File: config.mk
export PLATFORM = sky130hd
export DESIGN_NAME = pci_bus_enumerator_top
export DESIGN_NICKNAME = d
export VERILOG_FILES = /design/src/pbe_pkg.sv /design/src/pbe_table.sv /design/src/pbe_scan.sv /design/src/pbe_lookup.sv /design/src/pci_bus_enumerator_top.sv
export VERILOG_INCLUDE_DIRS = /design/src /design/src/src
export SDC_FILE = /design/constraint.sdc
export NUM_CORES = 2
export LEC_CHECK = 0
export BUFFER_PORTS_ARGS = -buffer_cell sky130_fd_sc_hd__buf_2
export CORE_MARGIN = 4
export CORE_UTILIZATION = 45
export CTS_CLUSTER_DIAMETER = 50
export DETAILED_ROUTE_END_ITERATION = 8
export SETUP_SLACK_MARGIN = 0.1
export SLEW_MARGIN = 30
export SYNTH_ARGS = -nofsm -noshare
export SYNTH_HDL_FRONTEND = slang
export SYNTH_HIERARCHICAL = 1
export SYNTH_SLANG_ARGS = --single-unit
File: constraint.sdc
create_clock -name clk -period 13.3 [get_ports clk]
set_clock_uncertainty 0.15 [all_clocks]
set_input_delay 1.33 -clock clk [delete_from_list [all_inputs] [get_ports clk]]
set_output_delay 1.33 -clock clk [all_outputs]
set_load 0.05 [all_outputs]
File: src/assert_macros.svh
// Assertion macros used by the top level of the bus enumerator.
`ifndef ASSERT_MACROS_SVH
`define ASSERT_MACROS_SVH
`ifndef SYNTHESIS
// Checks an expression at every rising clock edge outside reset.
`define ASSERT_ALWAYS(lbl, clk, rst, expr, msg) \
  lbl: assert property (@(posedge clk) disable iff (rst) (expr)) else $error(msg);
// Checks that a condition leads to a consequence in the next cycle.
`define ASSERT_NEXT(lbl, clk, rst, ante, cons, msg) \
  lbl: assert property (@(posedge clk) disable iff (rst) (ante) |=> (cons)) else $error(msg);
`else
`define ASSERT_ALWAYS(lbl, clk, rst, expr, msg)
`define ASSERT_NEXT(lbl, clk, rst, ante, cons, msg)
`endif
`endif

File: src/pbe_pkg.sv
// Types, codes and constants of the bus enumerator.
`timescale 1ns / 1ps
package pbe_pkg;

  // Request codes carried on s_tuser.
  localparam logic [1:0] REQ_START  = 2'd0;
  localparam logic [1:0] REQ_RESP   = 2'd1;
  localparam logic [1:0] REQ_LOOKUP = 2'd2;

  // Result kinds carried on m_tuser.
  localparam logic [1:0] KIND_READ   = 2'd0;
  localparam logic [1:0] KIND_FOUND  = 2'd1;
  localparam logic [1:0] KIND_DONE   = 2'd2;
  localparam logic [1:0] KIND_LOOKUP = 2'd3;

  // Configuration address format and register offsets.
  localparam logic [31:0] CFG_ENABLE  = 32'h8000_0000;
  localparam logic [7:0]  OFS_MASK    = 8'hFC;
  localparam logic [7:0]  OFS_ID      = 8'h00;
  localparam logic [7:0]  OFS_CLASS   = 8'h08;
  localparam logic [7:0]  OFS_HDR     = 8'h0C;
  localparam logic [15:0] VENDOR_NONE = 16'hFFFF;
  localparam logic [7:0]  HDR_MULTI   = 8'h80;

  localparam logic [7:0] LAST_BUS_RESET = 8'hFF;

  localparam int IN_TDATA_W  = 64;
  localparam int OUT_TDATA_W = 104;

  // One record of the device table.
  typedef struct packed {
    logic [7:0]  bus;
    logic [4:0]  slot;
    logic [2:0]  func;
    logic [15:0] vendor;
    logic [15:0] device;
  } entry_t;

  // One result item before packing onto the master side.
  typedef struct packed {
    logic [1:0]  kind;
    logic [31:0] addr;
    logic [7:0]  bus;
    logic [4:0]  slot;
    logic [2:0]  func;
    logic [15:0] vendor;
    logic [15:0] id;
    logic [7:0]  cls;
    logic [7:0]  sub;
    logic        match;
    logic        last;
  } result_t;

  // Builds a lookup answer; a miss carries zeros in every device field.
  function automatic result_t make_answer(logic hit, entry_t e);
    result_t r;
    r = '0;
    r.kind = KIND_LOOKUP;
    r.last = 1'b1;
    if (hit) begin
      r.bus    = e.bus;
      r.slot   = e.slot;
      r.func   = e.func;
      r.vendor = e.vendor;
      r.id     = e.device;
      r.match  = 1'b1;
    end
    return r;
  endfunction

endpackage

File: src/pbe_table.sv
// Device table memory: one write port, one registered read port.
`timescale 1ns / 1ps
module pbe_table #(
  parameter int TABLE_DEPTH = 32
) (
  input  logic            clk,
  input  logic            we,
  input  logic [((TABLE_DEPTH > 1) ? $clog2(TABLE_DEPTH) : 1)-1:0] waddr,
  input  pbe_pkg::entry_t wdata,
  input  logic            re,
  input  logic [((TABLE_DEPTH > 1) ? $clog2(TABLE_DEPTH) : 1)-1:0] raddr,
  output pbe_pkg::entry_t rdata
);

  pbe_pkg::entry_t mem [TABLE_DEPTH];

  // Write port.
  always_ff @(posedge clk) begin
    if (we) begin
      mem[waddr] <= wdata;
    end
  end

  // Read port with registered read data.
  always_ff @(posedge clk) begin
    if (re) begin
      rdata <= mem[raddr];
    end
  end

endmodule

File: src/pbe_scan.sv
// Scan sequencer: walks bus, slot and function and forms the read requests and result items.
`timescale 1ns / 1ps
module pbe_scan #(
  parameter int SLOTS_PER_BUS  = 32,
  parameter int FUNCS_PER_SLOT = 8
) (
  input  logic             clk,
  input  logic             rst,
  input  logic             start,
  input  logic             resp,
  input  logic [31:0]      read_data,
  input  logic [7:0]       last_bus,
  output pbe_pkg::result_t res0,
  output pbe_pkg::result_t res1,
  output logic [1:0]       res_count,
  output logic             rec_vld,
  output pbe_pkg::entry_t  rec
);

  typedef enum logic [3:0] {
    PH_IDLE  = 4'b0001,
    PH_ID    = 4'b0010,
    PH_CLASS = 4'b0100,
    PH_HDR   = 4'b1000
  } phase_t;

  phase_t      phase, phase_next;
  logic [7:0]  cur_bus, cur_bus_next;
  logic [4:0]  cur_slot, cur_slot_next;
  logic [2:0]  cur_func, cur_func_next;
  logic [31:0] held_ids, held_ids_next;

  logic             slot_wrap, scan_end, func_more;
  logic [7:0]       ns_bus;
  logic [4:0]       ns_slot;
  phase_t           ns_phase;
  pbe_pkg::result_t ns_res;
  logic [7:0]       nf_bus;
  logic [4:0]       nf_slot;
  logic [2:0]       nf_func;
  phase_t           nf_phase;
  pbe_pkg::result_t nf_res;
  pbe_pkg::result_t found_res;

  function automatic pbe_pkg::result_t read_req(logic [7:0] bus, logic [4:0] slot,
                                                logic [2:0] func, logic [7:0] ofs);
    pbe_pkg::result_t r;
    r = '0;
    r.kind = pbe_pkg::KIND_READ;
    r.addr = pbe_pkg::CFG_ENABLE | {8'h00, bus, slot, func, ofs & pbe_pkg::OFS_MASK};
    return r;
  endfunction

  // Step to function 0 of the next slot, or end the scan after the last bus.
  always_comb begin
    slot_wrap = (cur_slot == 5'(SLOTS_PER_BUS - 1));
    scan_end  = slot_wrap && (cur_bus >= last_bus);
    ns_bus    = scan_end ? 8'd0 : (slot_wrap ? cur_bus + 8'd1 : cur_bus);
    ns_slot   = slot_wrap ? 5'd0 : cur_slot + 5'd1;
    ns_phase  = scan_end ? PH_IDLE : PH_ID;
    if (scan_end) begin
      ns_res      = '0;
      ns_res.kind = pbe_pkg::KIND_DONE;
    end else begin
      ns_res = read_req(ns_bus, ns_slot, 3'd0, pbe_pkg::OFS_ID);
    end
  end

  // Step to the next function of this slot, or fall through to the next slot.
  always_comb begin
    func_more = (cur_func != 3'(FUNCS_PER_SLOT - 1));
    if (func_more) begin
      nf_bus   = cur_bus;
      nf_slot  = cur_slot;
      nf_func  = cur_func + 3'd1;
      nf_phase = PH_ID;
      nf_res   = read_req(cur_bus, cur_slot, cur_func + 3'd1, pbe_pkg::OFS_ID);
    end else begin
      nf_bus   = ns_bus;
      nf_slot  = ns_slot;
      nf_func  = 3'd0;
      nf_phase = ns_phase;
      nf_res   = ns_res;
    end
  end

  // Report of a present function once its class dword is in.
  always_comb begin
    found_res        = '0;
    found_res.kind   = pbe_pkg::KIND_FOUND;
    found_res.bus    = cur_bus;
    found_res.slot   = cur_slot;
    found_res.func   = cur_func;
    found_res.vendor = held_ids[15:0];
    found_res.id     = held_ids[31:16];
    found_res.cls    = read_data[31:24];
    found_res.sub    = read_data[23:16];
    rec.bus          = cur_bus;
    rec.slot         = cur_slot;
    rec.func         = cur_func;
    rec.vendor       = held_ids[15:0];
    rec.device       = held_ids[31:16];
  end

  // Request handling per scan phase.
  always_comb begin
    phase_next    = phase;
    cur_bus_next  = cur_bus;
    cur_slot_next = cur_slot;
    cur_func_next = cur_func;
    held_ids_next = held_ids;
    res0          = '0;
    res1          = '0;
    res_count     = 2'd0;
    rec_vld       = 1'b0;
    if (start) begin
      phase_next    = PH_ID;
      cur_bus_next  = 8'd0;
      cur_slot_next = 5'd0;
      cur_func_next = 3'd0;
      held_ids_next = 32'd0;
      res0          = read_req(8'd0, 5'd0, 3'd0, pbe_pkg::OFS_ID);
      res_count     = 2'd1;
    end else if (resp) begin
      unique case (phase)
        PH_ID: begin
          res_count = 2'd1;
          if (read_data[15:0] == pbe_pkg::VENDOR_NONE) begin
            if (cur_func == 3'd0) begin
              phase_next    = ns_phase;
              cur_bus_next  = ns_bus;
              cur_slot_next = ns_slot;
              cur_func_next = 3'd0;
              res0          = ns_res;
            end else begin
              phase_next    = nf_phase;
              cur_bus_next  = nf_bus;
              cur_slot_next = nf_slot;
              cur_func_next = nf_func;
              res0          = nf_res;
            end
          end else begin
            held_ids_next = read_data;
            phase_next    = PH_CLASS;
            res0          = read_req(cur_bus, cur_slot, cur_func, pbe_pkg::OFS_CLASS);
          end
        end
        PH_CLASS: begin
          rec_vld   = 1'b1;
          res_count = 2'd2;
          res0      = found_res;
          if (cur_func == 3'd0) begin
            phase_next = PH_HDR;
            res1       = read_req(cur_bus, cur_slot, cur_func, pbe_pkg::OFS_HDR);
          end else begin
            phase_next    = nf_phase;
            cur_bus_next  = nf_bus;
            cur_slot_next = nf_slot;
            cur_func_next = nf_func;
            res1          = nf_res;
          end
        end
        PH_HDR: begin
          res_count = 2'd1;
          if ((read_data[23:16] & pbe_pkg::HDR_MULTI) != 8'd0) begin
            phase_next    = nf_phase;
            cur_bus_next  = nf_bus;
            cur_slot_next = nf_slot;
            cur_func_next = nf_func;
            res0          = nf_res;
          end else begin
            phase_next    = ns_phase;
            cur_bus_next  = ns_bus;
            cur_slot_next = ns_slot;
            cur_func_next = 3'd0;
            res0          = ns_res;
          end
        end
        default: begin
          // A response while no scan runs is dropped.
          res_count = 2'd0;
        end
      endcase
    end
    // Mark the final result of this request.
    if (res_count == 2'd1) begin
      res0.last = 1'b1;
    end
    if (res_count == 2'd2) begin
      res1.last = 1'b1;
    end
  end

  always_ff @(posedge clk) begin
    if (rst) begin
      phase    <= PH_IDLE;
      cur_bus  <= 8'd0;
      cur_slot <= 5'd0;
      cur_func <= 3'd0;
      held_ids <= 32'd0;
    end else begin
      phase    <= phase_next;
      cur_bus  <= cur_bus_next;
      cur_slot <= cur_slot_next;
      cur_func <= cur_func_next;
      held_ids <= held_ids_next;
    end
  end

endmodule

File: src/pbe_lookup.sv
// Lookup walker: reads table entries in order and stops at the first match.
`timescale 1ns / 1ps
module pbe_lookup #(
  parameter int TABLE_DEPTH = 32
) (
  input  logic             clk,
  input  logic             rst,
  input  logic             start,
  input  logic [15:0]      want_vendor,
  input  logic [15:0]      want_device,
  input  logic [$clog2(TABLE_DEPTH + 1)-1:0] entry_count,
  output logic             rd_en,
  output logic [((TABLE_DEPTH > 1) ? $clog2(TABLE_DEPTH) : 1)-1:0] rd_addr,
  input  pbe_pkg::entry_t  rd_data,
  output logic             busy,
  output logic             done,
  output pbe_pkg::result_t answer
);

  localparam int CW = $clog2(TABLE_DEPTH + 1);
  localparam int AW = (TABLE_DEPTH > 1) ? $clog2(TABLE_DEPTH) : 1;

  logic [CW-1:0] addr;
  logic [CW-1:0] addr_inc;
  logic          cmp_vld;
  logic          cmp_last;
  logic [15:0]   want_vendor_q;
  logic [15:0]   want_device_q;
  logic          hit;

  // Compare the entry read last cycle; issue the next read alongside.
  always_comb begin
    addr_inc = addr + CW'(1);
    hit      = cmp_vld && (rd_data.vendor == want_vendor_q) &&
               (rd_data.device == want_device_q);
    done     = cmp_vld && (hit || cmp_last);
    rd_en    = busy && !done && (addr < entry_count);
    rd_addr  = addr[AW-1:0];
    answer   = pbe_pkg::make_answer(hit, rd_data);
  end

  always_ff @(posedge clk) begin
    if (rst) begin
      busy    <= 1'b0;
      cmp_vld <= 1'b0;
    end else if (start) begin
      busy          <= 1'b1;
      cmp_vld       <= 1'b0;
      addr          <= '0;
      want_vendor_q <= want_vendor;
      want_device_q <= want_device;
    end else if (busy) begin
      if (done) begin
        busy    <= 1'b0;
        cmp_vld <= 1'b0;
      end else begin
        cmp_vld  <= rd_en;
        cmp_last <= (addr_inc == entry_count);
        if (rd_en) begin
          addr <= addr_inc;
        end
      end
    end
  end

endmodule

File: src/pci_bus_enumerator_top.sv
// Top level of the bus enumerator: request decode, device table and output register.
`timescale 1ns / 1ps
`include "assert_macros.svh"
// A start request launches a scan over buses 0 to last_bus; every step of the scan
// emits one configuration read request on the master side and waits for its
// answer as a response request on the slave side, so the scan runs at the pace of
// that external round trip. Start and response requests are worked in the cycle
// they are taken; a response that yields two results (device report plus the next
// read or the done result) holds the slave side, also while m_tready is low, until
// the second result has moved into the output register. A lookup reads the device
// table one entry per cycle from a memory with registered read data; its answer waits
// in the pending register, but an empty table is answered with a miss straight into
// the output register. One request is worked at a time, and a new request is taken
// only while the output register is empty or being emptied, so a result waiting on
// m_tready holds off the slave side. The table is kept across scans.
module pci_bus_enumerator_top #(
  parameter int TABLE_DEPTH    = 32,
  parameter int SLOTS_PER_BUS  = 32,
  parameter int FUNCS_PER_SLOT = 8
) (
  input  logic         clk,
  input  logic         rst,
  input  logic         cfg_we,
  input  logic [7:0]   cfg_wdata,   // last_bus
  input  logic         s_tvalid,
  output logic         s_tready,
  input  logic [63:0]  s_tdata,     // read_data[31:0], want_vendor[47:32], want_device[63:48]
  input  logic [1:0]   s_tuser,     // req_type[1:0]
  output logic         m_tvalid,
  input  logic         m_tready,
  output logic [103:0] m_tdata,     // cfg_addr[31:0], dev_bus[39:32],
                                    // dev_slot[44:40], dev_func[47:45],
                                    // dev_vendor[63:48], dev_id[79:64],
                                    // class_byte[87:80], subclass_code[95:88],
                                    // match_found[96], zero[103:97]
  output logic [1:0]   m_tuser,     // result_kind[1:0]
  output logic         m_tlast      // last_result
);

  localparam int CW = $clog2(TABLE_DEPTH + 1);
  localparam int AW = (TABLE_DEPTH > 1) ? $clog2(TABLE_DEPTH) : 1;

  typedef enum logic [2:0] {
    ST_IDLE = 3'b001,
    ST_LOOK = 3'b010,
    ST_PEND = 3'b100
  } state_t;

  state_t           st;
  logic [7:0]       last_bus;
  logic [CW-1:0]    entry_count;
  logic             out_vld;
  pbe_pkg::result_t out_q;
  pbe_pkg::result_t pend;

  logic             in_acc, start, resp, look, out_free, out_load;
  pbe_pkg::result_t res0, res1;
  logic [1:0]       scan_cnt;
  logic             rec_vld;
  pbe_pkg::entry_t  rec;
  logic             tbl_we, tbl_re;
  logic [AW-1:0]    tbl_raddr;
  pbe_pkg::entry_t  tbl_rdata;
  logic             lk_start, lk_busy, lk_done;
  pbe_pkg::result_t lk_res;

  // Request decode.
  always_comb begin
    out_free = !out_vld || m_tready;
    s_tready = (st == ST_IDLE) && out_free;
    in_acc   = s_tvalid && s_tready;
    start    = in_acc && (s_tuser == pbe_pkg::REQ_START);
    resp     = in_acc && (s_tuser == pbe_pkg::REQ_RESP);
    look     = in_acc && (s_tuser == pbe_pkg::REQ_LOOKUP);
    lk_start = look && (entry_count != '0);
    tbl_we   = rec_vld && (entry_count < CW'(TABLE_DEPTH));
    out_load = (scan_cnt != 2'd0) || (look && (entry_count == '0)) ||
               ((st == ST_PEND) && out_free);
  end

  pbe_scan #(
    .SLOTS_PER_BUS  (SLOTS_PER_BUS),
    .FUNCS_PER_SLOT (FUNCS_PER_SLOT)
  ) u_scan (
    .clk       (clk),
    .rst       (rst),
    .start     (start),
    .resp      (resp),
    .read_data (s_tdata[31:0]),
    .last_bus  (last_bus),
    .res0      (res0),
    .res1      (res1),
    .res_count (scan_cnt),
    .rec_vld   (rec_vld),
    .rec       (rec)
  );

  pbe_table #(
    .TABLE_DEPTH (TABLE_DEPTH)
  ) u_table (
    .clk   (clk),
    .we    (tbl_we),
    .waddr (entry_count[AW-1:0]),
    .wdata (rec),
    .re    (tbl_re),
    .raddr (tbl_raddr),
    .rdata (tbl_rdata)
  );

  pbe_lookup #(
    .TABLE_DEPTH (TABLE_DEPTH)
  ) u_lookup (
    .clk         (clk),
    .rst         (rst),
    .start       (lk_start),
    .want_vendor (s_tdata[47:32]),
    .want_device (s_tdata[63:48]),
    .entry_count (entry_count),
    .rd_en       (tbl_re),
    .rd_addr     (tbl_raddr),
    .rd_data     (tbl_rdata),
    .busy        (lk_busy),
    .done        (lk_done),
    .answer      (lk_res)
  );

  // Control, table fill count and the output register.
  always_ff @(posedge clk) begin
    if (rst) begin
      st          <= ST_IDLE;
      last_bus    <= pbe_pkg::LAST_BUS_RESET;
      entry_count <= '0;
      out_vld     <= 1'b0;
    end else begin
      if (cfg_we) begin
        last_bus <= cfg_wdata;
      end
      if (tbl_we) begin
        entry_count <= entry_count + CW'(1);
      end
      if (out_load) begin
        out_vld <= 1'b1;
      end else if (m_tready) begin
        out_vld <= 1'b0;
      end
      unique case (st)
        ST_IDLE: begin
          if (scan_cnt != 2'd0) begin
            out_q <= res0;
            if (scan_cnt == 2'd2) begin
              pend <= res1;
              st   <= ST_PEND;
            end
          end
          if (look) begin
            if (entry_count == '0) begin
              out_q <= pbe_pkg::make_answer(1'b0, rec);
            end else begin
              st <= ST_LOOK;
            end
          end
        end
        ST_LOOK: begin
          if (lk_done) begin
            pend <= lk_res;
            st   <= ST_PEND;
          end
        end
        ST_PEND: begin
          if (out_free) begin
            out_q <= pend;
            st    <= ST_IDLE;
          end
        end
        default: begin
          st <= ST_IDLE;
        end
      endcase
    end
  end

  // Master side packing.
  always_comb begin
    m_tvalid = out_vld;
    m_tuser  = out_q.kind;
    m_tlast  = out_q.last;
    m_tdata  = {7'd0, out_q.match, out_q.sub, out_q.cls, out_q.id, out_q.vendor,
                out_q.func, out_q.slot, out_q.bus, out_q.addr};
  end

  `ASSERT_ALWAYS(a_count_bound, clk, rst, entry_count <= CW'(TABLE_DEPTH), "table fill count overran the table")
  `ASSERT_ALWAYS(a_no_write_in_lookup, clk, rst, !(tbl_we && lk_busy), "table written during a lookup walk")
  `ASSERT_ALWAYS(a_done_in_look, clk, rst, !lk_done || (st == ST_LOOK), "lookup finished outside the lookup state")
  `ASSERT_NEXT(a_pair_pends, clk, rst, resp && (scan_cnt == 2'd2), st == ST_PEND, "second result not held")

endmodule
-- After elaboration in Yosys (flattened, before gate mapping)
Memories as Yosys holds them, arrays and structs flattened. A register that Yosys moved wholly into a read port is not among the register bits.
Cells that the tools add are included.
- bits in registers: 311
- input port bits: 79
- output and inout port bits: 109
- memories kept: 1
- word-level logic and storage cells: 199
- RAM bits: 1536
- add/subtract/negate cells: 5
- reductions and logical operators: 47
- order comparisons: 3
- bitwise logic cells: 4
- equality and inequality tests: 23
- muxes and demuxes: 78
- memory list (memory ; words ; width ; rd ports ; clocked after memory_dff ; wr ports ; RTL line ; source):
    u_table.mem ; 32 ; 48 ; 1 ; 1 ; 1 ; pbe_table.sv:15 ; pbe_pkg::entry_t mem [TABLE_DEPTH];
- operators with widths (operator ; number):
    100-bit two-way mux ; 18
    100-bit case mux with 2 select lines ; 2
    100-bit case mux with 3 select lines ; 1
    8-bit two-way mux ; 7
    48-bit two-way mux ; 1
    3-bit two-way mux ; 11
    16-bit equality test ; 2
    5-bit two-way mux ; 6
    8-bit case mux with 3 select lines ; 1
    4-bit two-way mux ; 5
    6-bit two-way mux ; 3
    3-bit case mux with 3 select lines ; 2
    16-bit equality test (second input constant) ; 1
    1-bit logical AND ; 15
    5-bit case mux with 3 select lines ; 1
    2-bit nonzero test ; 7
    1-bit two-way mux ; 13
    6-bit by 1-bit adder with 6-bit output (second input constant) ; 2
    4-bit case mux with 3 select lines ; 1
    4-bit AND reduction ; 3
    2-bit two-way mux ; 5
    8-bit by 1-bit adder with 8-bit output (second input constant) ; 1
    8-bit >= comparator ; 1
    2-bit inequality test (second input constant) ; 4
    other kinds (30) ; 47

-- Longest topological paths before layout
- depth in word-level cells: 15
- depth in mapped cells: 17
- gate-level depth less buffers: 12

-- Cells and area by module
Netlist, hierarchy kept.
- modules (own cells, without submodules) (module ; seq. area each (um^2) ; instances ; cells each ; area each (um^2)):
    pbe_table ; 47565.6 ; 1 ; 3364 ; 61205.0
    pci_bus_enumerator_top ; 6366.1 ; 1 ; 1092 ; 10810.4
    pbe_scan ; 1041.0 ; 1 ; 717 ; 4907.2
    pbe_lookup ; 1211.2 ; 1 ; 252 ; 2736.4

-- Worst setup path before layout
OpenSTA, ideal clock, no wires.
- kind: input-to-reg
- from: input port m_tready
- to: register pend[0] (netlist name) (enable)
- buffers on the path: 5
- arrival: 8.232 ns
- setup time: 0.571 ns
- path slack: 4.347 ns
- stages: 14
- cells stage by stage: nor2b_1 > nor2_1 > and4b_1 > nand2_1 > or2_1 > clkbuf_1 > inv_2 > buf_2 > buf_4 > buf_2 > buf_2 > nand2b_1 > o21ai_0 > nor2b_1
- longest elaborated chain between the ends: 9
- ends and longest elaborated chain (item ; RTL line ; source):
    start: declaration ; pci_bus_enumerator_top.sv:30 ; input logic m_tready,
    1-bit logical OR (*) ; pci_bus_enumerator_top.sv:69 ; out_free = !out_vld || m_tready;
    1-bit logical AND (*) ; pci_bus_enumerator_top.sv:70 ; s_tready = (st == ST_IDLE) && out_free;
    via s_tready ; pci_bus_enumerator_top.sv:26 ; output logic s_tready,
    1-bit logical AND (*) ; pci_bus_enumerator_top.sv:71 ; in_acc = s_tvalid && s_tready;
    1-bit logical AND (*) ; pci_bus_enumerator_top.sv:73 ; resp = in_acc && (s_tuser == pbe_pkg::REQ_RESP);
    via resp ; pci_bus_enumerator_top.sv:56 ; logic in_acc, start, resp, look, out_free, out_load;
    2-bit two-way mux (*) ; pbe_scan.sv:124 ; end else if (resp) begin
    2-bit two-way mux (*) ; pbe_scan.sv:116 ; if (start) begin
    via scan_cnt[1] ; pci_bus_enumerator_top.sv:58 ; logic [1:0] scan_cnt;
    2-bit equality test or 2-bit nonzero test (tied branches) ; pci_bus_enumerator_top.sv:150, pci_bus_enumerator_top.sv:148 ;
    2-bit by 1-bit inequality test with 1-bit output (no line) ; -- ;
    5-bit AND reduction (no line) (*) ; -- ;
    end signal: assignment ; pci_bus_enumerator_top.sv:151 ; pend <= res1;
    end signal: assignment ; pci_bus_enumerator_top.sv:165 ; pend <= lk_res;
    end: declaration ; pci_bus_enumerator_top.sv:54 ; pbe_pkg::result_t pend;
Mark *: on every way through the listed nets, which the timed path passes. The rest lies on a longest branch.
A chain may end at the register's enable or synchronous reset.

-- Worst setup path in the final report
- from: register st[0]
- to: memory u_table/mem[28][22] (netlist name) (enable)
- longest elaborated chain between the ends: 9
- ends and longest elaborated chain (item ; RTL line ; source):
    start: declaration ; pci_bus_enumerator_top.sv:49 ; state_t st;
    start signal: assignment ; pci_bus_enumerator_top.sv:130 ; st <= ST_IDLE;
    start signal: assignment ; pci_bus_enumerator_top.sv:152 ; st <= ST_PEND;
    start signal: assignment ; pci_bus_enumerator_top.sv:159 ; st <= ST_LOOK;
    3-bit by 1-bit equality test with 1-bit output ; pci_bus_enumerator_top.sv:70 ;
    1-bit logical AND ; pci_bus_enumerator_top.sv:70 ;
    1-bit logical AND ; pci_bus_enumerator_top.sv:71 ;
    1-bit logical AND ; pci_bus_enumerator_top.sv:73 ;
    via resp ; pci_bus_enumerator_top.sv:56 ;
    1-bit two-way mux ; pbe_scan.sv:124 ;
    1-bit two-way mux ; pbe_scan.sv:116 ;
    via rec_vld ; pci_bus_enumerator_top.sv:59 ; logic rec_vld;
    1-bit logical AND ; pci_bus_enumerator_top.sv:76 ; tbl_we = rec_vld && (entry_count < CW'(TABLE_DEPTH));
    1-bit two-way mux ; pbe_table.sv:19 ; if (we) begin
    1-bit two-way mux (not written as such) ; pbe_table.sv:20 ; mem[waddr] <= wdata;
    end: declaration ; pbe_table.sv:15 ;
The timed path passes the listed nets, and every way through them passes these cells.

==> qor.csv <==
metric;value;unit
max-cap violation count;0;
Fillers;14869;
CTS tree;done;
die boundary width;429;um
Yosys warning count;6;
largest net degree at the start of global routing;119;
register area;56200;um2
GR peak layer;met2;
Setup WS post-layout;7.65;ns
CP Capture Type;register;
Simple-Gate Fraction of Synth Area;6.90;%
Pre-antenna DRT Iters;6;
placed inst area;82100;um2
Via-to-Cell Ratio;5.76;
share of the synthesized area in the top cell type;68.7;%
die area;184000;um2
FP Rows;154;
post-detail-place hpwl;128;mm
CTS H-tree depth;4;
GRT Total Usage;22.8;%
mux share of post-synthesis cell area;9.76;%
cell accounting for the most synthesized area;edfxtp_1;
RD Place Congestion;0.870;
synthesized cell area;79700;um2
ranking of synthesized cells by area;edfxtp_1 69%, mux2i_1 9.8%, nand2_1 3.1%;
pwr dens;136;nW/um2
Setup-failing EPs final;0;
post-route ant nets;0;
Synth Area in Adders;0.361;%
Cell Chain, Critical Path;or3b_1, nor2_1, and4b_1, nand2_1, or2_2, inv_4, nor2b_1, buf_4, or3b_2, nor2_4, buf_4;
P_leak;30.2;nW
crit start category;register;
Max VDD drop;0.126;mV
EDFF count, synth;1823;
die height;429;um
area grow syn2layout;11.1;%
Hold Vio Cnt, Final;0;
root buf cell;clkbuf_16;
Largest stage delay, worst path;0.76;ns
GRT met3 Usage;3.15;%
cts hold-fix bufs;0;
Final Cell Area;88500;um2
delay-heaviest family, CP;simple AND/OR/NAND/NOR gates;
synth unique cells;80;
Worst Path Arrival;5.94;ns
Post-Place Worst Slack;6.87;ns
Primary FF master, synth;edfxtp_1;
Mapped Avg Cell Area;14.7;um2
Initial DRC Count;4857;
gr ovfl total;0;
crit-path most repeated cell;buf_4;
CTS Buffer Depth;3;
Synth Area in Compound Gates;7.68;%
WHS;0.363;ns
post-synthesis sequential area ratio;70.5;%
CTS resizes;0;
layout cells sized above 1;11.7;%
clock sink count;1895;
# IOs;188;
starting density of the core;45.2;%
slowest stage cell on the critical path;or3b_2;
largest family of logic cells by synthesized area;multiplexers;
clock slew at reported path FFs;0.06;ns
met2 usage in global routing;37.0;%
Setup Buffers After CTS;0;
vias;46503;
RSZ-0062 raised after global routing;no;
status;finished, final reports clean;
post-synthesis xor/xnor area fraction;0.539;%
Port Buffer Count;180;
initial antenna violation count;7;
Worst Hold Class;reg2reg;
met1 track demand over resource;32.1;%
most frequent cells in the layout;1,823 x edfxtp_1, 777 x mux2i_1, 648 x nand2_1, 327 x a21oi_1, 204 x clkbuf_16;
CTS Buf Count;197;
DRC;0;
Yosys reg bits;1895;
vias in the first global route;44283;
Async SR Flop Fraction;0;%
Post-Synthesis Cells;5425;
leading cell type in the layout, fill and taps excluded;edfxtp_1;
Setup TNS;0;ns
Tmin final;5.65;ns
Core ar.;176000;um2
area of the multi-input gates;21000;um2
Slew HR;28.5;%
routed wire length;215;mm
CP Data Required Time;13.59;ns
clock latency on the worst-skew pair;0.83;ns
Worst Path Buf+Inv;3;
Routed WL per cell;26.6;um
achievable frequency;177;MHz
worst-margin pin slew;1.07;ns
kind of critical path;reg2reg;
Critical Path Fanout Max;31;
fin. max-slew vios;0;
final worst-path cycle share;42.5;%
global-route wire length before repair;312;mm
Layout Nets;5670;
worst register-to-register path: stages (launching register included):
cell     delay, ns
dfxtp_1       0.49
or3b_1        0.46
nor2_1        0.21
and4b_1       0.39
nand2_1       0.11
or2_2         0.53
inv_4         0.38
nor2b_1       0.18
buf_4         0.22
or3b_2        0.77
nor2_4        0.77
buf_4         0.57
cell type report:
cell class                      count  area share [%]
Clock buffer                      254            6.01
Antenna cell                        5          0.0141
Clock inverter                    106            1.03
Multi-Input combinational cell   3147            23.8
Timing Repair Buffer              297            2.19
Inverter                           30           0.130
Tap cell                         2340            3.31
Sequential cell                  1895            63.5
flip-flops by register name, summed over array words and instances, names as in the netlist, 5 cells and up:
| name | cells |
|---|---|
| entry_count | 6 |
| last_bus | 8 |
| m_tdata | 97 |
| pend | 100 |
| u_lookup/addr | 6 |
| u_lookup/want_device_q | 16 |
| u_lookup/want_vendor_q | 16 |
| u_scan/cur_bus | 8 |
| u_scan/cur_slot | 5 |
| u_scan/held_ids | 32 |
| u_table/mem | 1536 |
| u_table/rdata | 48 |
synthesized netlist by cell type (55+ instances only):
cell type  count
a21oi_1      327
o21ai_0      127
buf_6         55
and2_1       108
mux2i_1      777
a22oi_1      151
a22o_1       193
buf_2         93
a31oi_1       64
nand3_1      167
buf_4        214
dfxtp_1       72
nor3_1        67
clkbuf_1     129
nor2_1       115
nand2_1      649
edfxtp_1    1823
logic make-up after synthesis:
family,Yosys count
other,4
AOI/OAI and AO/OA,934
and+or+nand+nor,1212
buffers and inverters,531
muxes,777
DFF,1895
xor gates and xnor gates,49
adders and majority gates,23
per-stage QoR:
stage,total power (W),utilization (%),instances
final,0.0121,50.2,8074
after global routing,0.0124,50.2,8071
after CTS,0.0121,50.2,8065
after detailed placement,0.00689,46.6,7705
after global placement,0.00689,46.6,7703
after floorplan,0.00685,-,5573
path summary, 6_finish.rpt:
| kind | startpoint | end | cells after the start | slack, ns |
|---|---|---|---|---|
| setup / recovery | st[0] | u_table/mem[28][22] | 11 | 7.65 |
| hold / removal | pend[55] | m_tdata[42] | 1 | 0.36 |
| setup reg to reg | st[0] | u_table/mem[28][22] | 11 | 7.65 |
| hold reg to reg | pend[55] | m_tdata[42] | 1 | 0.36 |
report_power, final:
part	internal, W	switching, W
combinational	0.0000699	0.000185
clock	0.00302	0.00228
sequential	0.00649	0.0000225
layer usage:
metal	up-vias	routed length [um]
met2	1739	103000
met3	292	14300
met5	-	0
met1	23877	91400
li1	20595	-
met4	0	6100
Note: power is estimated with default switching activity, not from simulation.
